===== src/design/rpnh_pkg.sv =====
// ----------------------------------------------------------------------------
// rpnh_pkg
// Types, widths and helpers shared by the ray / polygon nearest hit core.
// ----------------------------------------------------------------------------
package rpnh_pkg;

  localparam int COORD_W   = 16;
  localparam int FRAC_BITS = 8;
  localparam int DIFF_W    = COORD_W + 1;
  localparam int HALF_W    = DIFF_W;
  localparam int MAG_W     = 2 * HALF_W;
  localparam int MUL_W     = HALF_W + 1;
  localparam int PROD_W    = 2 * MUL_W;
  localparam int CROSS_W   = MAG_W + 1;
  localparam int ACC_W     = 2 * MAG_W + 4;
  localparam int DIV_W     = MAG_W + DIFF_W + FRAC_BITS + 2;
  localparam int OUT_W     = 24;
  localparam int STEP_W    = $clog2(DIV_W + 1);
  localparam int QDEPTH    = 4;
  localparam int QPTR_W    = $clog2(QDEPTH);
  localparam int QCNT_W    = $clog2(QDEPTH + 1);

  typedef struct packed {
    logic signed [COORD_W-1:0] ray_start_x;
    logic signed [COORD_W-1:0] ray_start_y;
    logic signed [COORD_W-1:0] ray_end_x;
    logic signed [COORD_W-1:0] ray_end_y;
    logic signed [COORD_W-1:0] vertex_x;
    logic signed [COORD_W-1:0] vertex_y;
    logic                      last_vertex;
  } in_item_t;

  typedef struct packed {
    logic                    hit;
    logic signed [OUT_W-1:0] hit_x;
    logic signed [OUT_W-1:0] hit_y;
  } out_item_t;

  typedef struct packed {
    logic signed [COORD_W-1:0] rsx;
    logic signed [COORD_W-1:0] rsy;
    logic signed [DIFF_W-1:0]  dx;
    logic signed [DIFF_W-1:0]  dy;
    logic signed [DIFF_W-1:0]  ex;
    logic signed [DIFF_W-1:0]  ey;
    logic signed [DIFF_W-1:0]  delx;
    logic signed [DIFF_W-1:0]  dely;
    logic                      fresh;
    logic                      last;
  } edge_job_t;

  typedef struct packed {
    logic push;
    logic full;
  } q_wr_ctl_t;

  typedef enum logic [3:0] {
    B_IDLE,
    B_EDGE,
    B_NORM,
    B_CMP,
    B_DECIDE,
    B_FIN,
    B_PT,
    B_DIVSET,
    B_DIV,
    B_SAT,
    B_EMIT
  } back_state_t;

  function automatic logic signed [DIFF_W-1:0] sub_ext(
    input logic signed [COORD_W-1:0] a,
    input logic signed [COORD_W-1:0] b
  );
    logic signed [DIFF_W-1:0] ae;
    logic signed [DIFF_W-1:0] be;
    ae = {a[COORD_W-1], a};
    be = {b[COORD_W-1], b};
    return ae - be;
  endfunction

  function automatic edge_job_t make_job(
    input in_item_t                  it,
    input logic signed [COORD_W-1:0] ax,
    input logic signed [COORD_W-1:0] ay,
    input logic signed [COORD_W-1:0] bx,
    input logic signed [COORD_W-1:0] by,
    input logic                      fresh,
    input logic                      last
  );
    edge_job_t j;
    j.rsx   = it.ray_start_x;
    j.rsy   = it.ray_start_y;
    j.dx    = sub_ext(it.ray_end_x, it.ray_start_x);
    j.dy    = sub_ext(it.ray_end_y, it.ray_start_y);
    j.ex    = sub_ext(bx, ax);
    j.ey    = sub_ext(by, ay);
    j.delx  = sub_ext(ax, it.ray_start_x);
    j.dely  = sub_ext(ay, it.ray_start_y);
    j.fresh = fresh;
    j.last  = last;
    return j;
  endfunction

endpackage


===== src/design/rpnh_front.sv =====
// ----------------------------------------------------------------------------
// rpnh_front
// Accepts vertex transactions, tracks polygon state, emits edge jobs.
// ----------------------------------------------------------------------------
module rpnh_front (
  input  logic                clk,
  input  logic                rst_n,
  input  logic                in_push,
  input  rpnh_pkg::in_item_t  in_item,
  output logic                in_full,
  output logic                q_push,
  output rpnh_pkg::edge_job_t q_job,
  input  logic                q_full
);

  logic                              in_poly_r;
  logic                              fresh_r;
  logic                              pend_valid_r;
  rpnh_pkg::edge_job_t               pend_job_r;
  logic signed [rpnh_pkg::COORD_W-1:0] first_x_r, first_y_r, prev_x_r, prev_y_r;
  logic                              take;

  assign in_full = pend_valid_r | q_full;
  assign take    = in_push & ~in_full;

  always_comb begin
    q_push = 1'b0;
    q_job  = pend_job_r;
    if (pend_valid_r) begin
      q_push = ~q_full;
    end else if (take) begin
      if (in_poly_r) begin
        q_push = 1'b1;
        q_job  = rpnh_pkg::make_job(in_item, prev_x_r, prev_y_r,
                                    in_item.vertex_x, in_item.vertex_y, fresh_r, 1'b0);
      end else if (in_item.last_vertex) begin
        q_push = 1'b1;
        q_job  = rpnh_pkg::make_job(in_item, in_item.vertex_x, in_item.vertex_y,
                                    in_item.vertex_x, in_item.vertex_y, 1'b1, 1'b1);
      end
    end
  end

  always_ff @(posedge clk) begin
    if (!rst_n) begin
      in_poly_r    <= 1'b0;
      fresh_r      <= 1'b0;
      pend_valid_r <= 1'b0;
    end else begin
      if (pend_valid_r && !q_full) begin
        pend_valid_r <= 1'b0;
      end
      if (take) begin
        if (!in_poly_r) begin
          in_poly_r <= ~in_item.last_vertex;
          fresh_r   <= 1'b1;
        end else begin
          fresh_r <= 1'b0;
          if (in_item.last_vertex) begin
            in_poly_r    <= 1'b0;
            pend_valid_r <= 1'b1;
          end
        end
      end
    end
  end

  always_ff @(posedge clk) begin
    if (take) begin
      prev_x_r <= in_item.vertex_x;
      prev_y_r <= in_item.vertex_y;
      if (!in_poly_r) begin
        first_x_r <= in_item.vertex_x;
        first_y_r <= in_item.vertex_y;
      end else if (in_item.last_vertex) begin
        pend_job_r <= rpnh_pkg::make_job(in_item, in_item.vertex_x, in_item.vertex_y,
                                         first_x_r, first_y_r, 1'b0, 1'b1);
      end
    end
  end

endmodule


===== src/design/rpnh_queue.sv =====
// ----------------------------------------------------------------------------
// rpnh_queue
// Short edge job queue between front and back.
// ----------------------------------------------------------------------------
module rpnh_queue (
  input  logic                clk,
  input  logic                rst_n,
  input  rpnh_pkg::q_wr_ctl_t wr_ctl,
  input  rpnh_pkg::edge_job_t wr_job,
  output logic                full,
  input  logic                pop,
  output rpnh_pkg::edge_job_t rd_job,
  output logic                empty
);

  rpnh_pkg::edge_job_t              mem [rpnh_pkg::QDEPTH];
  logic [rpnh_pkg::QPTR_W-1:0]      wr_ptr_r, rd_ptr_r;
  logic [rpnh_pkg::QCNT_W-1:0]      count_r;
  logic                             do_wr, do_rd;

  assign full   = (count_r == rpnh_pkg::QCNT_W'(rpnh_pkg::QDEPTH));
  assign empty  = (count_r == '0);
  assign do_wr  = wr_ctl.push & ~full;
  assign do_rd  = pop & ~empty;
  assign rd_job = mem[rd_ptr_r];

  always_ff @(posedge clk) begin
    if (!rst_n) begin
      wr_ptr_r <= '0;
      rd_ptr_r <= '0;
      count_r  <= '0;
    end else begin
      if (do_wr) begin
        wr_ptr_r <= wr_ptr_r + 1'b1;
      end
      if (do_rd) begin
        rd_ptr_r <= rd_ptr_r + 1'b1;
      end
      if (do_wr && !do_rd) begin
        count_r <= count_r + 1'b1;
      end else if (do_rd && !do_wr) begin
        count_r <= count_r - 1'b1;
      end
    end
  end

  always_ff @(posedge clk) begin
    if (do_wr) begin
      mem[wr_ptr_r] <= wr_job;
    end
  end

`ifndef NO_ASSERTIONS
  a_no_push_when_full: assert property (@(posedge clk) disable iff (!rst_n)
    wr_ctl.push |-> !wr_ctl.full)
    else $error("edge job pushed into a full queue");
`endif

endmodule


===== src/design/rpnh_back.sv =====
// ----------------------------------------------------------------------------
// rpnh_back
// Exact edge test, nearest hit by cross-multiplication, hit point division.
// ----------------------------------------------------------------------------
module rpnh_back (
  input  logic                clk,
  input  logic                rst_n,
  input  rpnh_pkg::edge_job_t q_job,
  input  logic                q_empty,
  output logic                q_pop,
  output logic                out_empty,
  input  logic                out_pop,
  output rpnh_pkg::out_item_t out_item
);

  localparam int HW = rpnh_pkg::HALF_W;
  localparam int CW = rpnh_pkg::CROSS_W;
  localparam int MW = rpnh_pkg::MAG_W;
  localparam int AW = rpnh_pkg::ACC_W;
  localparam int DW = rpnh_pkg::DIV_W;
  localparam int SW = rpnh_pkg::STEP_W;
  localparam int OW = rpnh_pkg::OUT_W;

  rpnh_pkg::back_state_t state_r, state_nxt;
  logic [SW-1:0]              step_r;
  rpnh_pkg::edge_job_t        job_r;
  logic                       found_r;
  logic [MW-1:0]              bn_r, bd_r;
  logic signed [CW-1:0]       den_r, un_r, tn_r;
  logic signed [rpnh_pkg::PROD_W-1:0] prod_r, prod_nxt;
  logic signed [AW-1:0]       acc_r;
  logic                       coord_r;
  logic                       neg_r;
  logic [MW-1:0]              rem_r;
  logic [DW-1:0]              quo_r;
  logic signed [OW-1:0]       hx_r, hy_r;
  logic                       out_valid_r;
  rpnh_pkg::out_item_t        out_item_r;

  logic signed [rpnh_pkg::MUL_W-1:0] mul_a, mul_b;
  logic                       out_wr;
  logic [2:0]                 kk;
  logic signed [AW-1:0]       term;
  logic [5:0]                 sh;
  logic                       nneg;
  logic signed [CW-1:0]       nd, nu, nt;
  logic                       hit_ok;
  logic [MW-1:0]              cmp_a, cmp_b;
  logic signed [rpnh_pkg::COORD_W-1:0] pt_start;
  logic signed [rpnh_pkg::DIFF_W-1:0]  pt_dir;
  logic signed [AW-1:0]       num_w, mag_w;
  logic [MW:0]                div_sh;
  logic                       div_ge;
  logic signed [OW-1:0]       sat_v;

  assign kk        = 3'(step_r - 1'b1);
  assign out_empty = ~out_valid_r;
  assign out_item  = out_item_r;
  assign prod_nxt  = mul_a * mul_b;

  // edge normalization and hit test
  always_comb begin
    nneg   = den_r[CW-1];
    nd     = nneg ? -den_r : den_r;
    nu     = nneg ? -un_r  : un_r;
    nt     = nneg ? -tn_r  : tn_r;
    hit_ok = (nd != '0) && !nu[CW-1] && (nt > 0) && (nt < nd);
  end

  // shifted product for accumulation
  always_comb begin
    sh = '0;
    if (state_r == rpnh_pkg::B_CMP) begin
      case ({1'b0, kk[1]} + {1'b0, kk[0]})
        2'd1:    sh = 6'(HW);
        2'd2:    sh = 6'(2 * HW);
        default: sh = '0;
      endcase
    end else if (kk[0]) begin
      sh = 6'(HW);
    end
    term = AW'(prod_r) <<< sh;
  end

  always_comb begin
    pt_start = coord_r ? job_r.rsy : job_r.rsx;
    pt_dir   = coord_r ? job_r.dy  : job_r.dx;
    num_w    = acc_r <<< rpnh_pkg::FRAC_BITS;
    mag_w    = acc_r[AW-1] ? -num_w : num_w;
    div_sh   = {rem_r, quo_r[DW-1]};
    div_ge   = (div_sh >= {1'b0, bd_r});
    if (neg_r) begin
      sat_v = (quo_r > DW'(1 << (OW - 1))) ? {1'b1, {(OW-1){1'b0}}} : -quo_r[OW-1:0];
    end else begin
      sat_v = (quo_r > DW'((1 << (OW - 1)) - 1)) ? {1'b0, {(OW-1){1'b1}}} : quo_r[OW-1:0];
    end
  end

  // next state
  always_comb begin
    state_nxt = state_r;
    case (state_r)
      rpnh_pkg::B_IDLE:   if (!q_empty) state_nxt = rpnh_pkg::B_EDGE;
      rpnh_pkg::B_EDGE:   if (step_r == SW'(6)) state_nxt = rpnh_pkg::B_NORM;
      rpnh_pkg::B_NORM: begin
        if (hit_ok && found_r) begin
          state_nxt = rpnh_pkg::B_CMP;
        end else begin
          state_nxt = job_r.last ? rpnh_pkg::B_FIN : rpnh_pkg::B_IDLE;
        end
      end
      rpnh_pkg::B_CMP:    if (step_r == SW'(8)) state_nxt = rpnh_pkg::B_DECIDE;
      rpnh_pkg::B_DECIDE: state_nxt = job_r.last ? rpnh_pkg::B_FIN : rpnh_pkg::B_IDLE;
      rpnh_pkg::B_FIN:    state_nxt = found_r ? rpnh_pkg::B_PT : rpnh_pkg::B_EMIT;
      rpnh_pkg::B_PT:     if (step_r == SW'(4)) state_nxt = rpnh_pkg::B_DIVSET;
      rpnh_pkg::B_DIVSET: state_nxt = rpnh_pkg::B_DIV;
      rpnh_pkg::B_DIV:    if (step_r == SW'(DW - 1)) state_nxt = rpnh_pkg::B_SAT;
      rpnh_pkg::B_SAT:    state_nxt = coord_r ? rpnh_pkg::B_EMIT : rpnh_pkg::B_PT;
      rpnh_pkg::B_EMIT:   if (!out_valid_r) state_nxt = rpnh_pkg::B_IDLE;
      default:            state_nxt = rpnh_pkg::B_IDLE;
    endcase
  end

  // outputs and multiplier operands
  always_comb begin
    q_pop  = (state_r == rpnh_pkg::B_IDLE) && !q_empty;
    out_wr = (state_r == rpnh_pkg::B_EMIT) && !out_valid_r;
    mul_a  = '0;
    mul_b  = '0;
    cmp_a  = step_r[2] ? bn_r : un_r[MW-1:0];
    cmp_b  = step_r[2] ? den_r[MW-1:0] : bd_r;
    case (state_r)
      rpnh_pkg::B_EDGE: begin
        case (step_r)
          SW'(0): begin mul_a = {job_r.dx[HW-1], job_r.dx};     mul_b = {job_r.ey[HW-1], job_r.ey}; end
          SW'(1): begin mul_a = {job_r.dy[HW-1], job_r.dy};     mul_b = {job_r.ex[HW-1], job_r.ex}; end
          SW'(2): begin mul_a = {job_r.delx[HW-1], job_r.delx}; mul_b = {job_r.ey[HW-1], job_r.ey}; end
          SW'(3): begin mul_a = {job_r.dely[HW-1], job_r.dely}; mul_b = {job_r.ex[HW-1], job_r.ex}; end
          SW'(4): begin mul_a = {job_r.delx[HW-1], job_r.delx}; mul_b = {job_r.dy[HW-1], job_r.dy}; end
          SW'(5): begin mul_a = {job_r.dely[HW-1], job_r.dely}; mul_b = {job_r.dx[HW-1], job_r.dx}; end
          default: begin mul_a = '0; mul_b = '0; end
        endcase
      end
      rpnh_pkg::B_CMP: begin
        mul_a = {1'b0, step_r[1] ? cmp_a[MW-1:HW] : cmp_a[HW-1:0]};
        mul_b = {1'b0, step_r[0] ? cmp_b[MW-1:HW] : cmp_b[HW-1:0]};
      end
      rpnh_pkg::B_PT: begin
        if (!step_r[1]) begin
          mul_a = {{2{pt_start[rpnh_pkg::COORD_W-1]}}, pt_start};
          mul_b = {1'b0, step_r[0] ? bd_r[MW-1:HW] : bd_r[HW-1:0]};
        end else begin
          mul_a = {pt_dir[HW-1], pt_dir};
          mul_b = {1'b0, step_r[0] ? bn_r[MW-1:HW] : bn_r[HW-1:0]};
        end
      end
      default: begin
        mul_a = '0;
        mul_b = '0;
      end
    endcase
  end

  always_ff @(posedge clk) begin
    if (!rst_n) begin
      state_r     <= rpnh_pkg::B_IDLE;
      step_r      <= '0;
      found_r     <= 1'b0;
      out_valid_r <= 1'b0;
    end else begin
      state_r <= state_nxt;
      step_r  <= (state_nxt != state_r) ? '0 : step_r + 1'b1;
      if (out_wr) begin
        out_valid_r <= 1'b1;
        found_r     <= 1'b0;
      end else if (out_pop && out_valid_r) begin
        out_valid_r <= 1'b0;
      end
      if (q_pop && q_job.fresh) begin
        found_r <= 1'b0;
      end
      if (state_r == rpnh_pkg::B_NORM && hit_ok && !found_r) begin
        found_r <= 1'b1;
      end
    end
  end

  always_ff @(posedge clk) begin
    prod_r <= prod_nxt;
    if (q_pop) begin
      job_r <= q_job;
    end
    if (out_wr) begin
      out_item_r <= '{hit: found_r, hit_x: hx_r, hit_y: hy_r};
    end
    case (state_r)
      rpnh_pkg::B_EDGE: begin
        if (step_r != '0) begin
          if (!kk[0]) begin
            acc_r <= AW'(prod_r);
          end else begin
            case (kk)
              3'd1:    den_r <= $signed(acc_r[CW-1:0]) - $signed(prod_r[CW-1:0]);
              3'd3:    un_r  <= $signed(acc_r[CW-1:0]) - $signed(prod_r[CW-1:0]);
              default: tn_r  <= $signed(acc_r[CW-1:0]) - $signed(prod_r[CW-1:0]);
            endcase
          end
        end
      end
      rpnh_pkg::B_NORM: begin
        den_r <= nd;
        un_r  <= nu;
        if (hit_ok && !found_r) begin
          bn_r <= nu[MW-1:0];
          bd_r <= nd[MW-1:0];
        end
      end
      rpnh_pkg::B_CMP: begin
        if (step_r == '0) begin
          acc_r <= '0;
        end else if (kk[2]) begin
          acc_r <= acc_r - term;
        end else begin
          acc_r <= acc_r + term;
        end
      end
      rpnh_pkg::B_DECIDE: begin
        if (acc_r[AW-1]) begin
          bn_r <= un_r[MW-1:0];
          bd_r <= den_r[MW-1:0];
        end
      end
      rpnh_pkg::B_FIN: begin
        coord_r <= 1'b0;
        if (!found_r) begin
          hx_r <= '0;
          hy_r <= '0;
        end
      end
      rpnh_pkg::B_PT: begin
        if (step_r == '0) begin
          acc_r <= '0;
        end else begin
          acc_r <= acc_r + term;
        end
      end
      rpnh_pkg::B_DIVSET: begin
        neg_r <= acc_r[AW-1];
        rem_r <= '0;
        quo_r <= mag_w[DW-1:0];
      end
      rpnh_pkg::B_DIV: begin
        rem_r <= div_ge ? MW'(div_sh - {1'b0, bd_r}) : div_sh[MW-1:0];
        quo_r <= {quo_r[DW-2:0], div_ge};
      end
      rpnh_pkg::B_SAT: begin
        if (coord_r) begin
          hy_r <= sat_v;
        end else begin
          hx_r <= sat_v;
        end
        coord_r <= 1'b1;
      end
      default: begin
      end
    endcase
  end

`ifndef NO_ASSERTIONS
  a_best_den_nonzero: assert property (@(posedge clk) disable iff (!rst_n)
    (found_r && state_r != rpnh_pkg::B_IDLE) |-> (bd_r != '0))
    else $error("best hit kept with zero denominator");
  a_result_from_emit: assert property (@(posedge clk) disable iff (!rst_n)
    $rose(out_valid_r) |-> ($past(state_r) == rpnh_pkg::B_EMIT))
    else $error("result posted outside emit");
  a_div_bounded: assert property (@(posedge clk) disable iff (!rst_n)
    (state_r == rpnh_pkg::B_DIV) |-> (step_r < SW'(DW)))
    else $error("divider ran past its length");
`endif

endmodule


===== src/design/ray_polygon_nearest_hit_core.sv =====
// ----------------------------------------------------------------------------
// ray_polygon_nearest_hit_core
// Streams polygon vertices, tests each edge against the ray, reports nearest hit.
// ----------------------------------------------------------------------------
// Each edge is tested in the back end (shared 18x18 multiplier), and is further
// compared with the best hit so far when it hits and a best hit already exists.
// The closing vertex adds the hit point when a hit was found, one coordinate at a
// time (restoring divider, 61-bit quotient); then the result is emitted.
// A 4-deep edge job queue lets vertex transactions be accepted during that work.
// Synchronous active-low reset clears the polygon, queue and result state.
module ray_polygon_nearest_hit_core (
  input  logic                clk,
  input  logic                rst_n,
  input  logic                in_push,
  input  rpnh_pkg::in_item_t  in_item,
  output logic                in_full,
  output logic                out_empty,
  input  logic                out_pop,
  output rpnh_pkg::out_item_t out_item
);

  rpnh_pkg::q_wr_ctl_t wr_ctl;
  rpnh_pkg::edge_job_t wr_job, rd_job;
  logic                q_push;
  logic                q_full, q_empty, q_pop;

  assign wr_ctl = '{push: q_push, full: q_full};

  rpnh_front u_front (
    .clk     (clk),
    .rst_n   (rst_n),
    .in_push (in_push),
    .in_item (in_item),
    .in_full (in_full),
    .q_push  (q_push),
    .q_job   (wr_job),
    .q_full  (q_full)
  );

  rpnh_queue u_queue (
    .clk    (clk),
    .rst_n  (rst_n),
    .wr_ctl (wr_ctl),
    .wr_job (wr_job),
    .full   (q_full),
    .pop    (q_pop),
    .rd_job (rd_job),
    .empty  (q_empty)
  );

  rpnh_back u_back (
    .clk       (clk),
    .rst_n     (rst_n),
    .q_job     (rd_job),
    .q_empty   (q_empty),
    .q_pop     (q_pop),
    .out_empty (out_empty),
    .out_pop   (out_pop),
    .out_item  (out_item)
  );

endmodule

===== config.mk =====
export PLATFORM = sky130hd
export DESIGN_NAME = ray_polygon_nearest_hit_core
export DESIGN_NICKNAME = d
export VERILOG_FILES = /design/src/design/rpnh_pkg.sv /design/src/design/rpnh_front.sv /design/src/design/rpnh_queue.sv /design/src/design/rpnh_back.sv /design/src/design/ray_polygon_nearest_hit_core.sv
export SDC_FILE = /design/constraint.sdc
export NUM_CORES = 2
export LEC_CHECK = 0
export BUFFER_PORTS_ARGS = -buffer_cell sky130_fd_sc_hd__buf_4
export CAP_MARGIN = 10
export CORE_MARGIN = 1.5
export CORE_UTILIZATION = 50
export CTS_CLUSTER_SIZE = 10
export DETAILED_ROUTE_END_ITERATION = 8
export PLACE_DENSITY = 0.66
export SLEW_MARGIN = 10
export SYNTH_ARGS = -nofsm -noshare
export SYNTH_HDL_FRONTEND = slang
export SYNTH_SLANG_ARGS = --single-unit

===== constraint.sdc =====
create_clock -name clk -period 18.1 [get_ports clk]
set_clock_uncertainty 0.1 [all_clocks]
set_input_delay 0.905 -clock clk [delete_from_list [all_inputs] [get_ports clk]]
set_output_delay 0.905 -clock clk [all_outputs]
set_load 0.1 [all_outputs]

* Word-level counts from Yosys, hierarchy flattened
Memories as Yosys holds them, arrays and structs flattened. A register that Yosys moved wholly into a read port is not among the register bits.
Index checks and enable logic that the tools add are counted.
** Word-level totals
- Bits in registers :: 830
- RAM bits :: 544
- Bits of input ports :: 101
- Output and inout bits :: 51
- Logic and storage cells :: 268
- Memories kept :: 1
** Cells by class
- $add $sub $neg :: 28
- Multiply operators :: 1
- $lt $le $gt $ge :: 5
- Eq/ne operators :: 34
- Shifts and indexed selects :: 1
- Multiplexer cells :: 90
- Bitwise operators :: 12
- Reductions and logical operators :: 49
** Memories
- u_queue.mem :: words 4, width 136, read ports 1, clocked after memory_dff 1, write ports 1, RTL line rpnh_queue.sv:16 : rpnh_pkg::edge_job_t mem [rpnh_pkg::QDEPTH];
** Operators by type and width (count)
- 136-bit 2-to-1 mux :: 4
- 72-bit 2-to-1 mux :: 5
- 35-bit 2-to-1 mux :: 9
- 34-bit 2-to-1 mux :: 7
- 72-bit case mux with 3 select lines :: 1
- 34-bit case mux with 2 select lines :: 3
- 16-bit by 16-bit subtractor with 17-bit output :: 12
- 24-bit 2-to-1 mux :: 6
- 18-bit case mux with 4 select lines :: 2
- 35-bit case mux with 2 select lines :: 2
- 61-bit case mux with 2 select lines :: 1
- 18-bit case mux with 3 select lines :: 2
- 35-bit negator :: 3
- 17-bit 2-to-1 mux :: 6
- 24-bit case mux with 2 select lines :: 2
- 72-bit adder :: 1
- 36-bit by 6-bit <<< shifter with 72-bit output :: 1
- 72-bit subtractor :: 1
- 61-bit by 23-bit > comparator with 1-bit output, second input constant :: 1
- 61-bit by 24-bit > comparator with 1-bit output, second input constant :: 1
- 61-bit 2-to-1 mux :: 1
- 61-bit negator :: 1
- 4-bit case mux with 11 select lines :: 1
- 18-bit by 18-bit multiplier with 36-bit output :: 1
- 54 further kinds :: 146

* Logic depth before layout (Yosys ltp)
- Depth in word-level cells :: 11
- Depth in mapped cells :: 41
- Gate-level depth less buffers :: 34

* Modules after synthesis
A second synthesis with hierarchy kept.
** Unflattened totals
- Cells, all modules :: 8510
- Area, all modules :: 91890.6 sq um
** Modules (own cells, without submodules)
- rpnh_back :: times used 1, cells each 6133, area an instance 56576.8 sq um, sequential area each 18197.5 sq um
- rpnh_queue :: times used 1, cells each 758, area an instance 20058.0 sq um, sequential area each 16515.8 sq um
- rpnh_front :: times used 1, cells each 1619, area an instance 15255.9 sq um, sequential area each 6005.8 sq um

* Least setup slack after synthesis
Ideal clock, no wire load.
- Path type :: reg2reg
- From :: register u_back.step_r[1]
- To :: register u_back.prod_r[32] in the netlist's numbering
- Library setup time :: 72 ps
- Data arrival time :: 10414 ps
- Data required time :: 17928 ps
- Setup slack :: 7513 ps
- Cell stages (with the launch flop) :: 40
- Buffers on the path :: 8
- Period minus slack after synthesis :: 10587 ps
- Cell sequence :: dfxtp_1 clkbuf_1 buf_1 buf_1 inv_1 ha_1 and2_1 clkbuf_1 a21o_1 clkbuf_1 nor4_1 clkbuf_1 a211oi_1 a221oi_1 clkbuf_1 nor2_1 fa_1 inv_1 [... 4 more ...] fa_1 inv_1 fa_1 inv_1 ha_1 clkbuf_1 a2111o_1 a21oi_1 or3b_2 nor2_1 o21ai_0 a31oi_1 o41a_1 a211o_1 a21oi_1 o21bai_1 a21oi_1 xnor2_1
** On the way
- Longest elaborated chain between the ends :: 5
- Elaborated cells on any way between the ends :: 18
- Those cells by class :: 1 x mul; 5 x eq/ne; 7 x mux; 5 x reduce/logical
** Ends and longest elaborated chain
- start, declared :: RTL line rpnh_back.sv:25 : logic [SW-1:0] step_r;
- start signal, assigned :: RTL line rpnh_back.sv:172 : step_r <= (state_nxt != state_r) ? '0 : step_r + 1'b1;
- 6-bit by 2-bit == test with 1-bit output (tied with other cells) :: RTL line rpnh_back.sv:134 : case (step_r)
- 2-bit OR reduction (no line)
- 18-bit case mux with 4 select lines :: RTL line rpnh_back.sv:134
- 18-bit case mux with 3 select lines :: RTL line rpnh_back.sv:132 : case (state_r)
- 18-bit by 18-bit multiplier with 36-bit output (*) :: RTL line rpnh_back.sv:59 : assign prod_nxt = mul_a * mul_b;
- via u_back.prod_nxt, one bit :: RTL line rpnh_back.sv:30 : logic signed [rpnh_pkg::PROD_W-1:0] prod_r, prod_nxt;
- end signal, assigned :: RTL line rpnh_back.sv:189 : prod_r <= prod_nxt;
- end, declared :: RTL line rpnh_back.sv:30
The timed path passes the listed nets; every way through them passes the cells marked *.
A chain may end at the register's enable or synchronous reset.

* Final worst setup path
- From :: register u_back.step_r[0]
- To :: register u_back.prod_r[32] in the netlist's numbering
The elaborated chain is that of the path after synthesis.

==> results.yml <==
detailed_routing:
  antenna_violating_nets_post_route: 0
  initialDrtViolationCount: 7178
  drt_wirelength_um: 280200
  vias: 66860
  remaining_drc_errors: 9
  drt-vias-per-instance: 6.166
  firstDrtPassIters: 9
  routedWlPerCell_um: 25.84
run_status:
  run_status: "finished with violations"
  violations: "design-rule violations"
sta:
  finalCriticalPeriod_ns: 10.97
  fin_crit_sh: 0.6062
  transition_at_the_pin_with_the_smallest_max_transition_slack_ns: 1.261
  post_route_setup_tns_ns: 0
  grt_setup_unrepaired: "false"
  worst_hold_slack_ns: 0.1581
  finalHoldViolations: 0
  max_clock_freq_ghz: 0.09114
  finalSetupViolCount: 0
  slew_violations: 0
  max-slew-margin-rel: 0.1590
power:
  p_leak_nw: 38.09
  max-vdd-ir-drop_v: 0.00008288
  power.density_cell_area_mw_per_mm2: 129.1
clock_tree:
  post-cts-setup-buffer-count: 0
  cts_buffer_count: 163
  ctsRootBufferMaster: "clkbuf_16"
  postCtsHoldBufs: 0
  path_clk_slew_ns: 0.07
  cts_sinks: 1376
  clkLatencyLatePin_ns: 0.84
  clock_tree.htree_level_count: 4
  max-clock-path-buffers: 3
  cts_tree: "yes"
  cts_resized: 0
logic_synthesis:
  synth_async_sr_flop_share: 0
  synthesis_stage_register_bit_count: 1376
  synth_nets: 9309
  syn-cell-area_mm2: 0.09033
  synthFlopType: "edfxtp_1"
  synth.yosys.warnings: 0
  synth_area_per_cell_um2: 10.82
  netlist_instances: 8351
  yosysSeqAreaShare: 0.4508
  synth-edff-count: 1316
  synth_cell_type_count: 85
floorplan:
  floorplan.initialDensity: 0.5047
  floorplan.rows: 155
  io-pin-count: 152
  die_y_um: 428.1
  dieWidth_um: 428.1
  fp.dieArea_mm2: 0.1832
  fp.coreArea_mm2: 0.1790
placed_design:
  detailed_place.area_mm2: 0.09408
  dp_hpwl_um: 209200
  place_congestion: 0.9844
  place.port_buffers: 151
worst_setup_path:
  cp_data_required_time_ns: 18.75
  worstPathMaxFanout: 28
  worstSetupEndpointType: "register"
  timing.critical_path.slowest_cell_delay_ns: 0.96
  critPathLaunchType: "register"
  worstPathArrival_ns: 11.62
  timing.critical_path.slowest_stage_cell: "dfxtp_2"
  critical_path_class: "reg2reg"
cells_and_area:
  drive_gt1_frac: 0.09419
  most_common_cell_after_layout_fill_and_taps_aside: "edfxtp_1"
  layout.nets: 9362
  nFillCells: 15240
  area.growth.synth_to_final_pct: 9.565
  seqCellArea_mm2: 0.04073
  mostFrequentLayoutCells: "1,316 x edfxtp_1, 892 x inv_1, 778 x nand2_1, 698 x nor2_1, 529 x a21oi_1"
  utilization: 0.5529
  area_of_the_multi_input_gates_mm2: 0.04511
  final_design_area_no_fill_mm2: 0.09897
global_route:
  first_global_vias: 65820
  global_route.overflow_total: 0
  overall_track_demand_over_capacity_in_global_routing: 0.3020
  grt_max_degree: 100
  global_route_wire_length_before_repair_um: 419000
  grt_antenna_before_repair: 11
min_path:
  hp-class: "in2reg"
run:
  cap_viol_max_count: 0
==> registers in the layout (all words and copies together) (netlist names), 3 cells and up, named ones only <==
signal,flops
u_queue.mem,544
u_back.acc_r,72
u_back.prod_r,36
u_back.rem_r,34
u_back.quo_r,61
u_back.bn_r,34
u_front.first_x_r,16
u_back.hx_r,24
u_back.tn_r,35
u_front.prev_y_r,16
u_back.state_r,4
u_back.out_item,49
u_front.first_y_r,16
u_front.prev_x_r,16
u_back.den_r,35
u_back.un_r,35
u_queue.count_r,3
u_back.step_r,6
u_front.pend_job_r,134
u_back.hy_r,24
u_back.job_r,135
u_back.bd_r,34
==> cells by family (layout without fill, tap and decap cells) <==
family	Yosys count	count (layout)	synth area share
simple gates	2237	2237	0.1129
compound gates	1921	1921	0.1375
flops	1376	1376	0.4508
buf+inv	1264	1396	0.05254
fa+ha+maj	857	857	0.1474
xor+xnor	425	425	0.04121
mux	271	271	0.05774
other cells	0	5	0
==> report_power, final <==
group          internal, mW  leakage, nW  switching (mW)
Sequential             4.14         12.4           0.427
Combinational          1.81         23.3            3.34
Clock                  1.74         2.34            1.33
==> worst max-delay path: cells and delay by family (launching register included) <==
kind	cells	cell delay, ns
compound gates	12	4.71
fa+ha+maj	8	3.37
buf+inv	6	0.86
xor+xnor	1	0.13
simple gates	3	0.73
flops	1	0.96
==> area by class of cell <==
class / count / area share
diodes: 5 / 0.0001264
clock buffers: 214 / 0.04409
repair buffers: 258 / 0.01957
multi-input cells: 5711 / 0.4558
flip-flops and latches: 1376 / 0.4115
clock inverters: 30 / 0.005246
well taps: 2355 / 0.02977
inverters: 894 / 0.03390
==> final timing paths <==
| kind | to | cells after the start | slack [ns] | start |
|---|---|---|---|---|
| max | u_back.prod_r[32] | 30 | 7.13 | u_back.step_r[0] |
| min | u_front.pend_job_r[106] | 1 | 0.16 | in_item[67] |
| max reg2reg | u_back.prod_r[32] | 30 | 7.13 | u_back.step_r[0] |
| min reg2reg | u_back.out_item[46] | 0 | 0.31 | u_back.hx_r[22] |
==> routing by layer <==
metal	global-route usage	routed length (µm)	vias to the layer above
met1	0.4001	114500	33300
met2	0.4883	131100	2785
met5	0	100	-
met3	0.05013	20760	566
li1	-	-	30190
met4	0.1374	13720	18
==> stage by stage <==
| step | cells | setup slack (ns) | power, mW |
|---|---|---|---|
| final | 10840 | 7.128 | 12.78 |
| after global routing | 10840 | 6.299 | 13.44 |
| after CTS | 10840 | 7.158 | 12.77 |
| after detailed placement | 10590 | 7.195 | 9.686 |
| after global placement | 10590 | 7.497 | 9.626 |
| after floorplan | 8351 | 7.513 | 7.890 |
==> synth_stat cells, types with 67 or more instances <==
cell | instances | area (µm²)
xnor2_1 | 244 | 2137
nand2b_1 | 82 | 513.0
nand2_1 | 781 | 2932
or3_1 | 67 | 419.2
nor2b_1 | 86 | 538.0
xor2_1 | 181 | 1585
ha_1 | 512 | 6406
a21o_1 | 113 | 848.3
nor2_1 | 705 | 2646
nor3_1 | 107 | 535.5
inv_1 | 893 | 3352
a21oi_1 | 531 | 2658
edfxtp_1 | 1316 | 39520
clkbuf_1 | 317 | 1190
nand3_1 | 106 | 530.5
fa_1 | 345 | 6907
o31ai_1 | 77 | 578.1
o22ai_1 | 70 | 437.9
o21ai_0 | 464 | 2322
mux4_2 | 199 | 4482
Power figures use the tool's default switching activity.
